### config.mk
export PLATFORM = sky130hd
export DESIGN_NAME = protobuf_wire_field_parser
export DESIGN_NICKNAME = d
export VERILOG_FILES = /design/src/pbwfp_pkg.sv /design/src/pbwfp_front.sv /design/src/pbwfp_fifo.sv /design/src/protobuf_wire_field_parser.sv
export SDC_FILE = /design/constraint.sdc
export NUM_CORES = 2
export LEC_CHECK = 0
export ABC_AREA = 1
export BUFFER_PORTS_ARGS = -buffer_cell sky130_fd_sc_hd__buf_2
export CAP_MARGIN = 20
export CORE_UTILIZATION = 35
export DETAILED_ROUTE_END_ITERATION = 8
export HOLD_SLACK_MARGIN = 0.02
export PLACE_DENSITY = 0.6
export SLEW_MARGIN = 20
export SYNTH_ARGS = -nofsm -noshare
export SYNTH_HDL_FRONTEND = slang
export SYNTH_SLANG_ARGS = --single-unit
### constraint.sdc
create_clock -name i_clk -period 15.66 [get_ports i_clk]
set_input_delay 1.566 -clock i_clk [delete_from_list [all_inputs] [get_ports i_clk]]
set_output_delay 1.566 -clock i_clk [all_outputs]
set_load 0.1 [all_outputs]
### src/pbwfp_pkg.sv
// Package for the protobuf wire field parser: codes, record type, constants.
// No dependencies.
`default_nettype none
package pbwfp_pkg;
    localparam int POS_WIDTH_DEF = 32;
    localparam int FIFO_DEPTH = 4;

    localparam logic [2:0] PH_KEY  = 3'd0;
    localparam logic [2:0] PH_VAL  = 3'd1;
    localparam logic [2:0] PH_LEN  = 3'd2;
    localparam logic [2:0] PH_SKIP = 3'd3;
    localparam logic [2:0] PH_DROP = 3'd4;

    localparam logic [2:0] ERR_OK       = 3'd0;
    localparam logic [2:0] ERR_VAR_CUT  = 3'd1;
    localparam logic [2:0] ERR_VAR_LONG = 3'd2;
    localparam logic [2:0] ERR_F64_CUT  = 3'd3;
    localparam logic [2:0] ERR_F32_CUT  = 3'd4;
    localparam logic [2:0] ERR_LEN_CUT  = 3'd5;
    localparam logic [2:0] ERR_BAD_WT   = 3'd6;

    localparam logic [2:0] WT_VARINT = 3'd0;
    localparam logic [2:0] WT_F64    = 3'd1;
    localparam logic [2:0] WT_LEN    = 3'd2;
    localparam logic [2:0] WT_F32    = 3'd5;

    localparam logic [3:0] MAX_VARINT_BYTES = 4'd10;

    typedef struct packed {
        logic [28:0] field_number;
        logic [2:0]  wire_type;
        logic [63:0] varint_value;
        logic [31:0] payload_offset;
        logic [31:0] payload_length;
        logic [31:0] field_start;
        logic [31:0] field_end;
        logic [2:0]  error_code;
        logic        message_end;
    } t_rec;
endpackage
`default_nettype wire

### src/pbwfp_front.sv
// Front end: per-byte wire-format state machine; emits at most one record a beat.
// Depends on pbwfp_pkg.
`default_nettype none
module pbwfp_front
    import pbwfp_pkg::*;
#(
    parameter int POS_WIDTH = POS_WIDTH_DEF
) (
    input  wire logic       i_clk,
    input  wire logic       i_rst_n,
    input  wire logic       i_valid,
    input  wire logic [7:0] i_data_byte,
    input  wire logic       i_last_byte,
    output logic            o_rec_valid,
    output t_rec            o_rec
);
    logic [2:0]           r_phase, n_phase;
    logic [POS_WIDTH-1:0] r_pos, n_pos;
    logic [3:0]           r_cnt, n_cnt;
    logic [63:0]          r_acc, n_acc;
    logic [28:0]          r_fnum, n_fnum;
    logic [2:0]           r_wt, n_wt;
    logic [POS_WIDTH-1:0] r_fstart, n_fstart;
    logic [POS_WIDTH-1:0] r_poff, n_poff;
    logic [POS_WIDTH-1:0] r_left, n_left;

    logic [POS_WIDTH-1:0] nxt;
    logic [63:0]          acc_in, v, shifted;
    logic [6:0]           sh;
    logic                 emit;
    logic [63:0]          e_val;
    logic [POS_WIDTH-1:0] e_off, e_len;
    logic [2:0]           e_err;
    logic [28:0]          key_fnum;
    logic [2:0]           key_wt;

    assign nxt     = r_pos + 1'b1;
    assign sh      = 7'(7 * r_cnt);
    assign shifted = {57'd0, i_data_byte[6:0]} << sh;

    always_comb begin
        n_phase = r_phase; n_pos = r_pos; n_cnt = r_cnt; n_acc = r_acc;
        n_fnum = r_fnum; n_wt = r_wt; n_fstart = r_fstart; n_poff = r_poff;
        n_left = r_left;
        emit = 1'b0; e_val = '0; e_off = '0; e_len = '0; e_err = ERR_OK;
        acc_in = r_acc; v = '0;
        key_fnum = r_fnum; key_wt = r_wt;
        if (r_phase == PH_KEY || r_phase == PH_VAL || r_phase == PH_LEN) begin
            if (r_phase == PH_KEY && r_cnt == 4'd0) begin
                n_fstart = r_pos; n_fnum = '0; n_wt = '0; acc_in = '0;
                key_fnum = '0; key_wt = '0;
            end
            if (r_cnt >= MAX_VARINT_BYTES) begin
                n_acc = acc_in;
                emit = 1'b1; e_err = ERR_VAR_LONG; n_phase = PH_DROP;
            end else begin
                v = acc_in | shifted;
                n_acc = v;
                n_cnt = r_cnt + 4'd1;
                if (i_data_byte[7]) begin
                    if (i_last_byte) begin
                        emit = 1'b1; e_err = ERR_VAR_CUT; n_phase = PH_DROP;
                    end
                end else begin
                    n_acc = '0; n_cnt = '0;
                    if (r_phase == PH_KEY) begin
                        key_fnum = v[31:3]; key_wt = v[2:0];
                        n_fnum = key_fnum; n_wt = key_wt;
                        case (key_wt)
                            WT_VARINT, WT_LEN: begin
                                if (i_last_byte) begin
                                    emit = 1'b1; e_err = ERR_VAR_CUT; n_phase = PH_DROP;
                                end else begin
                                    n_phase = (key_wt == WT_VARINT) ? PH_VAL : PH_LEN;
                                end
                            end
                            WT_F64, WT_F32: begin
                                if (i_last_byte) begin
                                    emit = 1'b1;
                                    e_err = (key_wt == WT_F64) ? ERR_F64_CUT : ERR_F32_CUT;
                                    n_phase = PH_DROP;
                                end else begin
                                    n_left = (key_wt == WT_F64) ? POS_WIDTH'(8) : POS_WIDTH'(4);
                                    n_poff = nxt; n_phase = PH_SKIP;
                                end
                            end
                            default: begin
                                emit = 1'b1; e_err = ERR_BAD_WT; n_phase = PH_DROP;
                            end
                        endcase
                    end else if (r_phase == PH_VAL) begin
                        emit = 1'b1; e_val = v; n_phase = PH_KEY;
                    end else begin
                        if (POS_WIDTH < 64 && (v >> POS_WIDTH) != 64'd0) begin
                            emit = 1'b1; e_err = ERR_LEN_CUT; n_phase = PH_DROP;
                        end else if (v == 64'd0) begin
                            emit = 1'b1; e_off = nxt; n_phase = PH_KEY;
                        end else if (i_last_byte) begin
                            emit = 1'b1; e_err = ERR_LEN_CUT; n_phase = PH_DROP;
                        end else begin
                            n_left = v[POS_WIDTH-1:0]; n_poff = nxt; n_phase = PH_SKIP;
                        end
                    end
                end
            end
        end else if (r_phase == PH_SKIP) begin
            if (r_left <= POS_WIDTH'(1)) begin
                n_left = '0; emit = 1'b1; e_off = r_poff; e_len = nxt - r_poff;
                n_phase = PH_KEY;
            end else begin
                n_left = r_left - 1'b1;
                if (i_last_byte) begin
                    emit = 1'b1;
                    e_err = (r_wt == WT_F64) ? ERR_F64_CUT :
                            (r_wt == WT_F32) ? ERR_F32_CUT : ERR_LEN_CUT;
                    n_phase = PH_DROP;
                end
            end
        end
        if (i_last_byte) begin
            n_phase = PH_KEY; n_pos = '0; n_cnt = '0; n_acc = '0; n_left = '0;
        end else begin
            n_pos = nxt;
        end
    end

    always_ff @(posedge i_clk) begin
        if (!i_rst_n) begin
            r_phase <= PH_KEY; r_pos <= '0; r_cnt <= '0; r_acc <= '0;
            r_fnum <= '0; r_wt <= '0; r_fstart <= '0; r_poff <= '0; r_left <= '0;
            o_rec_valid <= 1'b0;
        end else begin
            o_rec_valid <= i_valid && emit;
            if (i_valid) begin
                r_phase <= n_phase; r_pos <= n_pos; r_cnt <= n_cnt; r_acc <= n_acc;
                r_fnum <= n_fnum; r_wt <= n_wt; r_fstart <= n_fstart;
                r_poff <= n_poff; r_left <= n_left;
            end
        end
    end

    // record register; held fields taken after this byte's key update
    always_ff @(posedge i_clk) begin
        if (i_valid && emit) begin
            o_rec.field_number   <= key_fnum;
            o_rec.wire_type      <= key_wt;
            o_rec.varint_value   <= e_val;
            o_rec.payload_offset <= 32'(e_off);
            o_rec.payload_length <= 32'(e_len);
            o_rec.field_start    <= 32'(n_fstart);
            o_rec.field_end      <= 32'(nxt);
            o_rec.error_code     <= e_err;
            o_rec.message_end    <= i_last_byte;
        end
    end
endmodule
`default_nettype wire

### src/pbwfp_fifo.sv
// Record queue between the decoder and the result port.
// Depends on pbwfp_pkg.
`default_nettype none
module pbwfp_fifo
    import pbwfp_pkg::*;
(
    input  wire logic i_clk,
    input  wire logic i_rst_n,
    input  wire logic i_push,
    input  t_rec      i_rec,
    input  wire logic i_pop,
    output logic      o_empty,
    output logic [$clog2(FIFO_DEPTH+1)-1:0] o_count,
    output t_rec      o_rec
);
    localparam int AW = $clog2(FIFO_DEPTH);
    t_rec r_mem [FIFO_DEPTH];
    logic [AW-1:0] r_wp, r_rp;
    logic [$clog2(FIFO_DEPTH+1)-1:0] r_cnt;
    logic do_pop;

    assign o_empty = (r_cnt == '0);
    assign o_count = r_cnt;
    assign do_pop  = i_pop && !o_empty;
    assign o_rec   = r_mem[r_rp];

    always_ff @(posedge i_clk) begin
        if (!i_rst_n) begin
            r_wp <= '0; r_rp <= '0; r_cnt <= '0;
        end else begin
            if (i_push) r_wp <= r_wp + 1'b1;
            if (do_pop) r_rp <= r_rp + 1'b1;
            r_cnt <= r_cnt + (i_push ? 1'b1 : 1'b0) - (do_pop ? 1'b1 : 1'b0);
        end
    end

    always_ff @(posedge i_clk) begin
        if (i_push) r_mem[r_wp] <= i_rec;
    end
endmodule
`default_nettype wire

### src/protobuf_wire_field_parser.sv
// Protobuf wire field parser, top level: byte decoder front end plus record queue.
// Depends on pbwfp_pkg, pbwfp_front, pbwfp_fifo.
`default_nettype none
// Takes one message byte per clock (push/full) and produces one record per finished
// or failed field (empty/pop). A byte is decoded in the cycle it is accepted; its
// record is registered in the front end, then written into a four-entry queue whose
// head drives the result ports, and empty falls once the record is in that queue.
// Sustained rate is one byte per cycle; full rises only when the queue, counting the
// record still in the register, could not absorb one more, so input stalls only
// while the result side is held back. Offsets count modulo 2^POS_WIDTH and restart
// at zero after each final byte; after an error the rest of the message is dropped.
module protobuf_wire_field_parser
    import pbwfp_pkg::*;
#(
    parameter int POS_WIDTH = POS_WIDTH_DEF
) (
    input  wire logic        i_clk,
    input  wire logic        i_rst_n,
    input  wire logic        push,
    output logic             full,
    input  wire logic [7:0]  i_data_byte,
    input  wire logic        i_last_byte,
    output logic             empty,
    input  wire logic        pop,
    output logic [28:0]      o_field_number,
    output logic [2:0]       o_wire_type,
    output logic [63:0]      o_varint_value,
    output logic [31:0]      o_payload_offset,
    output logic [31:0]      o_payload_length,
    output logic [31:0]      o_field_start,
    output logic [31:0]      o_field_end,
    output logic [2:0]       o_error_code,
    output logic             o_message_end
);
    logic rec_valid;
    t_rec rec, head;
    logic [$clog2(FIFO_DEPTH+1)-1:0] cnt;
    logic accept;

    // count + pending register must leave room for one more beat
    assign full   = (32'(cnt) + (rec_valid ? 32'd1 : 32'd0)) >= 32'(FIFO_DEPTH);
    assign accept = push && !full;

    pbwfp_front #(.POS_WIDTH(POS_WIDTH)) u_front (
        .i_clk(i_clk), .i_rst_n(i_rst_n), .i_valid(accept),
        .i_data_byte(i_data_byte), .i_last_byte(i_last_byte),
        .o_rec_valid(rec_valid), .o_rec(rec)
    );

    pbwfp_fifo u_fifo (
        .i_clk(i_clk), .i_rst_n(i_rst_n), .i_push(rec_valid), .i_rec(rec),
        .i_pop(pop), .o_empty(empty), .o_count(cnt), .o_rec(head)
    );

    assign o_field_number   = head.field_number;
    assign o_wire_type      = head.wire_type;
    assign o_varint_value   = head.varint_value;
    assign o_payload_offset = head.payload_offset;
    assign o_payload_length = head.payload_length;
    assign o_field_start    = head.field_start;
    assign o_field_end      = head.field_end;
    assign o_error_code     = head.error_code;
    assign o_message_end    = head.message_end;
endmodule
`default_nettype wire

* Yosys cells after proc, flatten, opt, wreduce, memory -nomap -nowiden
Memories as Yosys holds them, arrays and structs flattened. A register that Yosys moved wholly into a read port is not among the register bits.
Index checks and enable logic that the tools add are counted.
** Storage, ports and cells
- Register bits after elaboration :: 467
- Memory bits (writable) :: 912
- Bits of input ports :: 13
- Output and inout port bits :: 230
- Logic and storage cells :: 188
- Memories :: 1
** Memories
- u_fifo.r_mem :: words 4, width 228, rd ports 1, clocked after Yosys merged registers in 1, write ports 1, RTL line pbwfp_fifo.sv:17 : t_rec r_mem [FIFO_DEPTH];
** Operators by class
- Add/sub/neg operators :: 9
- Multipliers :: 1
- Order comparisons :: 3
- Equality and inequality tests :: 20
- Shift-type cells :: 1
- Mux-type cells :: 97
- Bitwise gates (word level) :: 7
- Reduce and logical (&&, ||, !) cells :: 27
** Operators by type and width (number)
- 32-bit two-way mux :: 29
- 64-bit two-way mux :: 6
- 29-bit two-way mux :: 5
- 3-bit two-way mux :: 28
- 64-bit zero test :: 1
- 64-bit OR :: 1
- 64-bit nonzero test :: 1
- 7-bit by 7-bit << shifter with 64-bit output :: 1
- 32-bit by 1-bit adder with 32-bit output, second input constant :: 1
- 32-bit by 1-bit <= comparator with 1-bit output, second input constant :: 1
- 32-bit by 1-bit subtractor with 32-bit output, second input constant :: 1
- 32-bit subtractor :: 1
- 4-bit two-way mux :: 5
- 4-bit inequality test, second input constant :: 5
- 1-bit two-way mux :: 18
- 8-bit AND reduction :: 2
- 3-bit one-hot mux with 2 select lines :: 2
- 3-bit by 1-bit equality test with 1-bit output, second input constant :: 3
- 3-bit by 2-bit equality test with 1-bit output, second input constant :: 3
- 3-bit zero test :: 3
- 2-bit two-way mux :: 4
- 3-bit by 4-bit multiplier with 7-bit output, first input constant :: 1
- 3-bit equality test, second input constant :: 2
- 2-bit by 1-bit inequality test with 1-bit output, second input constant :: 3
- other kinds (23) :: 38

* Longest topological paths before layout
- Depth in word-level cells :: 14
- Depth in mapped cells :: 22
- Gate-level depth less buffers :: 22

* Hierarchy
From an unflattened synthesis, not the netlist that was laid out.
** Unflattened totals
- Cells, all modules :: 4948
- Area, all modules :: 56007.5 um^2
** By module, submodules not included
- pbwfp_fifo :: times used 1, cells each 2265, area an instance 34088.9 um^2, sequential area each 27566.4 um^2
- pbwfp_front :: times used 1, cells each 2678, area an instance 21888.5 um^2, sequential area each 11491.0 um^2
- protobuf_wire_field_parser :: times used 1, cells each 5, area an instance 30.0 um^2, sequential area each 0.0 um^2

* Worst setup path before layout
No wires, ideal clock.
- Path type :: input port to flip-flop
- From :: input port i_data_byte[3]
- To :: register u_front.o_rec[0] (netlist name) (enable)
- Library setup time :: 580 ps
- Arrival time :: 7013 ps
- Required time :: 15080 ps
- Setup slack :: 8067 ps
- Stages :: 15
- Buffers on the path :: 0
- Cell sequence :: inv_1 > nor2_1 > nand2_1 > nor2_1 > a21oi_1 > nand2_1 > nor2_1 > nand2_1 > nor2_1 > nand2_1 > nand2_2 > nand2_2 > nand2_1 > nand3_1 > inv_1
** On the way
- Word-level cells in the longest chain between the ends :: 11
- Elaborated cells between the ends (all ways) :: 18
- Classes of those cells :: eq/ne (3); shift (1); mux (8); bitwise (1); reduce/logical (5)
** Ends and longest elaborated chain
- from (decl) :: RTL line protobuf_wire_field_parser.sv:21 : input wire logic [7:0] i_data_byte,
- 7-bit by 7-bit << shifter with 64-bit output * :: RTL line pbwfp_front.sv:39 : assign shifted = {57'd0, i_data_byte[6:0]} << sh;
- 64-bit OR * :: RTL line pbwfp_front.sv:57 : v = acc_in | shifted;
- 64-bit zero test :: RTL line pbwfp_front.sv:96 : end else if (v == 64'd0) begin
- 1-bit two-way mux :: RTL line pbwfp_front.sv:96
- 1-bit two-way mux :: RTL line pbwfp_front.sv:94 : if (POS_WIDTH < 64 && (v >> POS_WIDTH) != 64'd0) begin
- 1-bit two-way mux :: RTL line pbwfp_front.sv:91 : end else if (r_phase == PH_VAL) begin
- 1-bit two-way mux * :: RTL line pbwfp_front.sv:66 : if (r_phase == PH_KEY) begin
- 1-bit two-way mux * :: RTL line pbwfp_front.sv:60 : if (i_data_byte[7]) begin
- 1-bit two-way mux * :: RTL line pbwfp_front.sv:53 : if (r_cnt >= MAX_VARINT_BYTES) begin
- 1-bit two-way mux * :: RTL line pbwfp_front.sv:48 : if (r_phase == PH_KEY || r_phase == PH_VAL || r_phase == PH_LEN) begin
- 1-bit logical AND * :: RTL line pbwfp_front.sv:144 : if (i_valid && emit) begin
- to (decl) :: RTL line pbwfp_front.sv:15 : output t_rec o_rec
Mark *: on every way between the ends. The rest lies on a longest branch, timed or not.
A chain may end at the register's enable or synchronous reset.

==> flow_summary.toml <==
[clock_tree]
cts.clk_slew.worst_paths_ps = 60
post-cts-setup-buffer-count = 0
cts_buffers = 148
cts_tree = "built"
cts-root-buf = "clkbuf_16"
clock_latency_ps = 800
ctsHoldBuffers = 0
cts_max_level = 4
clock-sinks = 1381
cts_resized = 0
cts_buffer_depth = 3

[hold_path]
worstHoldPathType = "reg2reg"

[floorplanning]
die_w_um = 403
std_cell_rows = 146
die_y_um = 403
start_util = 0.354
core_area_um2 = 159000
io_pins = 243
die-area_um2 = 163000

[worst_setup_path]
cp-start-kind = "flop"
worstPathRequired_ps = 14090
crit_arrival_ps = 4550
path_class = "reg2out"
r2r_slack_ps = 9720
crit_fanout = 116
end_kind = "primary output"

[cells_and_area]
layout-drive-gt1-share = 0.106
syn2layout_area_growth_pct = 14.4
fillCellCount = 15000
final_cell_mix = "edfxtp_1, nor2_1, o21ai_0"
final_nets = 5298
final_common_cell = "edfxtp_1"
design_area_um2 = 64500

[grt]
grt_pass1_wl_mm = 233
antenna_found_initial = 9
first_global_vias = 36200
grt_start_max_net_pins = 117
grt_usage = 0.189
overflow = 0

[timing]
max_slew_margin = 0.239
final_max_slew_viol_count = 0
setup_tns_ps = 0
final.period_utilization = 0.391
hold_viol = 0
final.setup_skew_ps = 43.9
period_minus_slack_ps = 6120
worstMarginPinSlew_ps = 1140
fmax_ghz = 0.163
rsz0062_at_grt = "false"
setup_violations = 0

[flow_run]
drv_cap = 0

[logic_synthesis]
synth-seq-cells = 1381
synth-main-ff-cell = "edfxtp_1"
yosysUniqueCellTypes = 52
ys_async_sr_fraction = 0
synth-seq-area-share = 0.693
avgSynthCellArea_um2 = 11.1
syn_nets = 5138
syn-instance-count = 5079
synth_edf_count = 1140
syn_area_um2 = 56400
yosysWarnings = 0

[place]
gp_congestion = 0.926
hpwl_mm = 100
post_dp_cell_area_um2 = 59500
port_buffers = 242

[routing]
wire_per_inst_um = 21.0
wirelength_mm = 158
drc = 0
ant_nets = 0
dr.pass1.iters = 6
vias = 38500
viasPerCell = 5.13
drt_iter0_drc = 3160

[outcome]
status = "completed"

[power]
ir_drop_uv = 172
power_leakage_nw = 23.1
pwr_density_cell_nw_per_um2 = 189
[layer usage]
layer / vias to the layer above / track usage / wire (um)
met3: 244 / 0.0293 / 7630
met5: - / 0 / 104
met1: 19000 / 0.246 / 67200
li1: 18300 / - / -
met4: 16 / 0.0676 / 4880
met2: 1074 / 0.320 / 77700
[final cells by class]
| type | count | area (um2) | area share |
|---|---|---|---|
| clock inverters | 78 | 917 | 0.0142 |
| repair buffers | 292 | 1590 | 0.0246 |
| flip-flops and latches | 1381 | 39100 | 0.606 |
| inverters | 373 | 1460 | 0.0226 |
| multi-input cells | 3043 | 14700 | 0.229 |
| well taps | 2146 | 2690 | 0.0416 |
| clock buffers | 194 | 4030 | 0.0625 |
| diodes | 2 | 5.00 | 0.0000776 |
[cells in the mapped netlist, types with 5 or more instances]
cell	number	area share
nor3_1	19	0.0017
xor2_1	44	0.0068
o21a_1	5	0.00067
clkinv_1	7	0.00047
buf_2	19	0.0017
dfxtp_1	241	0.086
o21ai_0	655	0.058
edfxtp_1	1140	0.61
o21bai_1	5	0.00067
nand2_2	7	0.00078
ha_1	44	0.0098
inv_2	8	0.00053
o22ai_1	295	0.033
nand4_1	50	0.0056
inv_1	358	0.024
nand3_1	84	0.0075
buf_6	12	0.0024
a31oi_1	15	0.0017
a21oi_1	233	0.021
nor2_1	875	0.058
o21ai_1	8	0.00071
xnor2_1	8	0.0012
a211oi_1	42	0.0056
buf_1	14	0.00093
nand2_1	592	0.039
clkbuf_1	235	0.016
nor4_1	6	0.00067
a22oi_1	12	0.0016
[worst max-delay path: stages, from the launching register on]
cell and delay (ps):
dfxtp_4 550, inv_8 480, buf_4 790, buf_4 740, o21ai_0 180, o22ai_1 370
buf_2 510
[worst paths after layout]
path                                                     from                     endpoint  cells past startpoint
worst max-delay path                                     flop              o_field_end[29]                      6
worst min-delay path              u_fifo.r_rp[1]$_SDFFE_PN0P_                         flop                      2
worst max register to register  u_front.r_cnt[1]$_SDFFE_PN0P_  u_front.o_rec[14]$_DFFE_PP_                     17
worst min register to register    u_fifo.r_rp[1]$_SDFFE_PN0P_                         flop                      2
[registers in the layout, indices dropped and copies added (netlist names), 4 cells and up, named ones only]
register and flops:
u_front.r_fstart 32, u_front.r_acc 64, u_fifo.r_mem 912, u_front.r_left 32, u_front.o_rec 228, u_front.r_poff 32
u_front.r_cnt 4, u_front.r_fnum 29, u_front.r_pos 32
[cells by family (layout without fill, tap and decap cells)]
kind of cell,after synthesis,count (layout),share of synthesized area
AND/OR/NAND/NOR,1652,1652,0.117
flip-flops,1381,1381,0.693
other,0,2,0
AO/OA/AOI/OAI,1293,1293,0.126
XOR/XNOR,52,52,0.00808
buffers and inverters,655,937,0.0457
adder cells (fa/ha/maj),46,46,0.0105
[through the flow]
stage	setup slack (ps)	utilization	hold slack (ps)	std cells	power [mW]
6_report	9540	0.405	425	7509	12.2
5_1_grt	9170	0.405	456	7507	12.7
4_1_cts	9370	0.405	426	7507	12.3
3_5_place_dp	9600	0.374	439	7235	8.81
3_3_place_gp	9710	0.374	433	7235	8.78
2_1_floorplan	8070	-	425	5079	7.88
[where the power goes]
part | switching, mW | internal, mW
logic | 3.45 | 0.634
clock network | 1.49 | 2.01
registers | 0.218 | 4.39
total | 5.16 | 7.04
No activity file was read; power rests on OpenSTA's default activity.
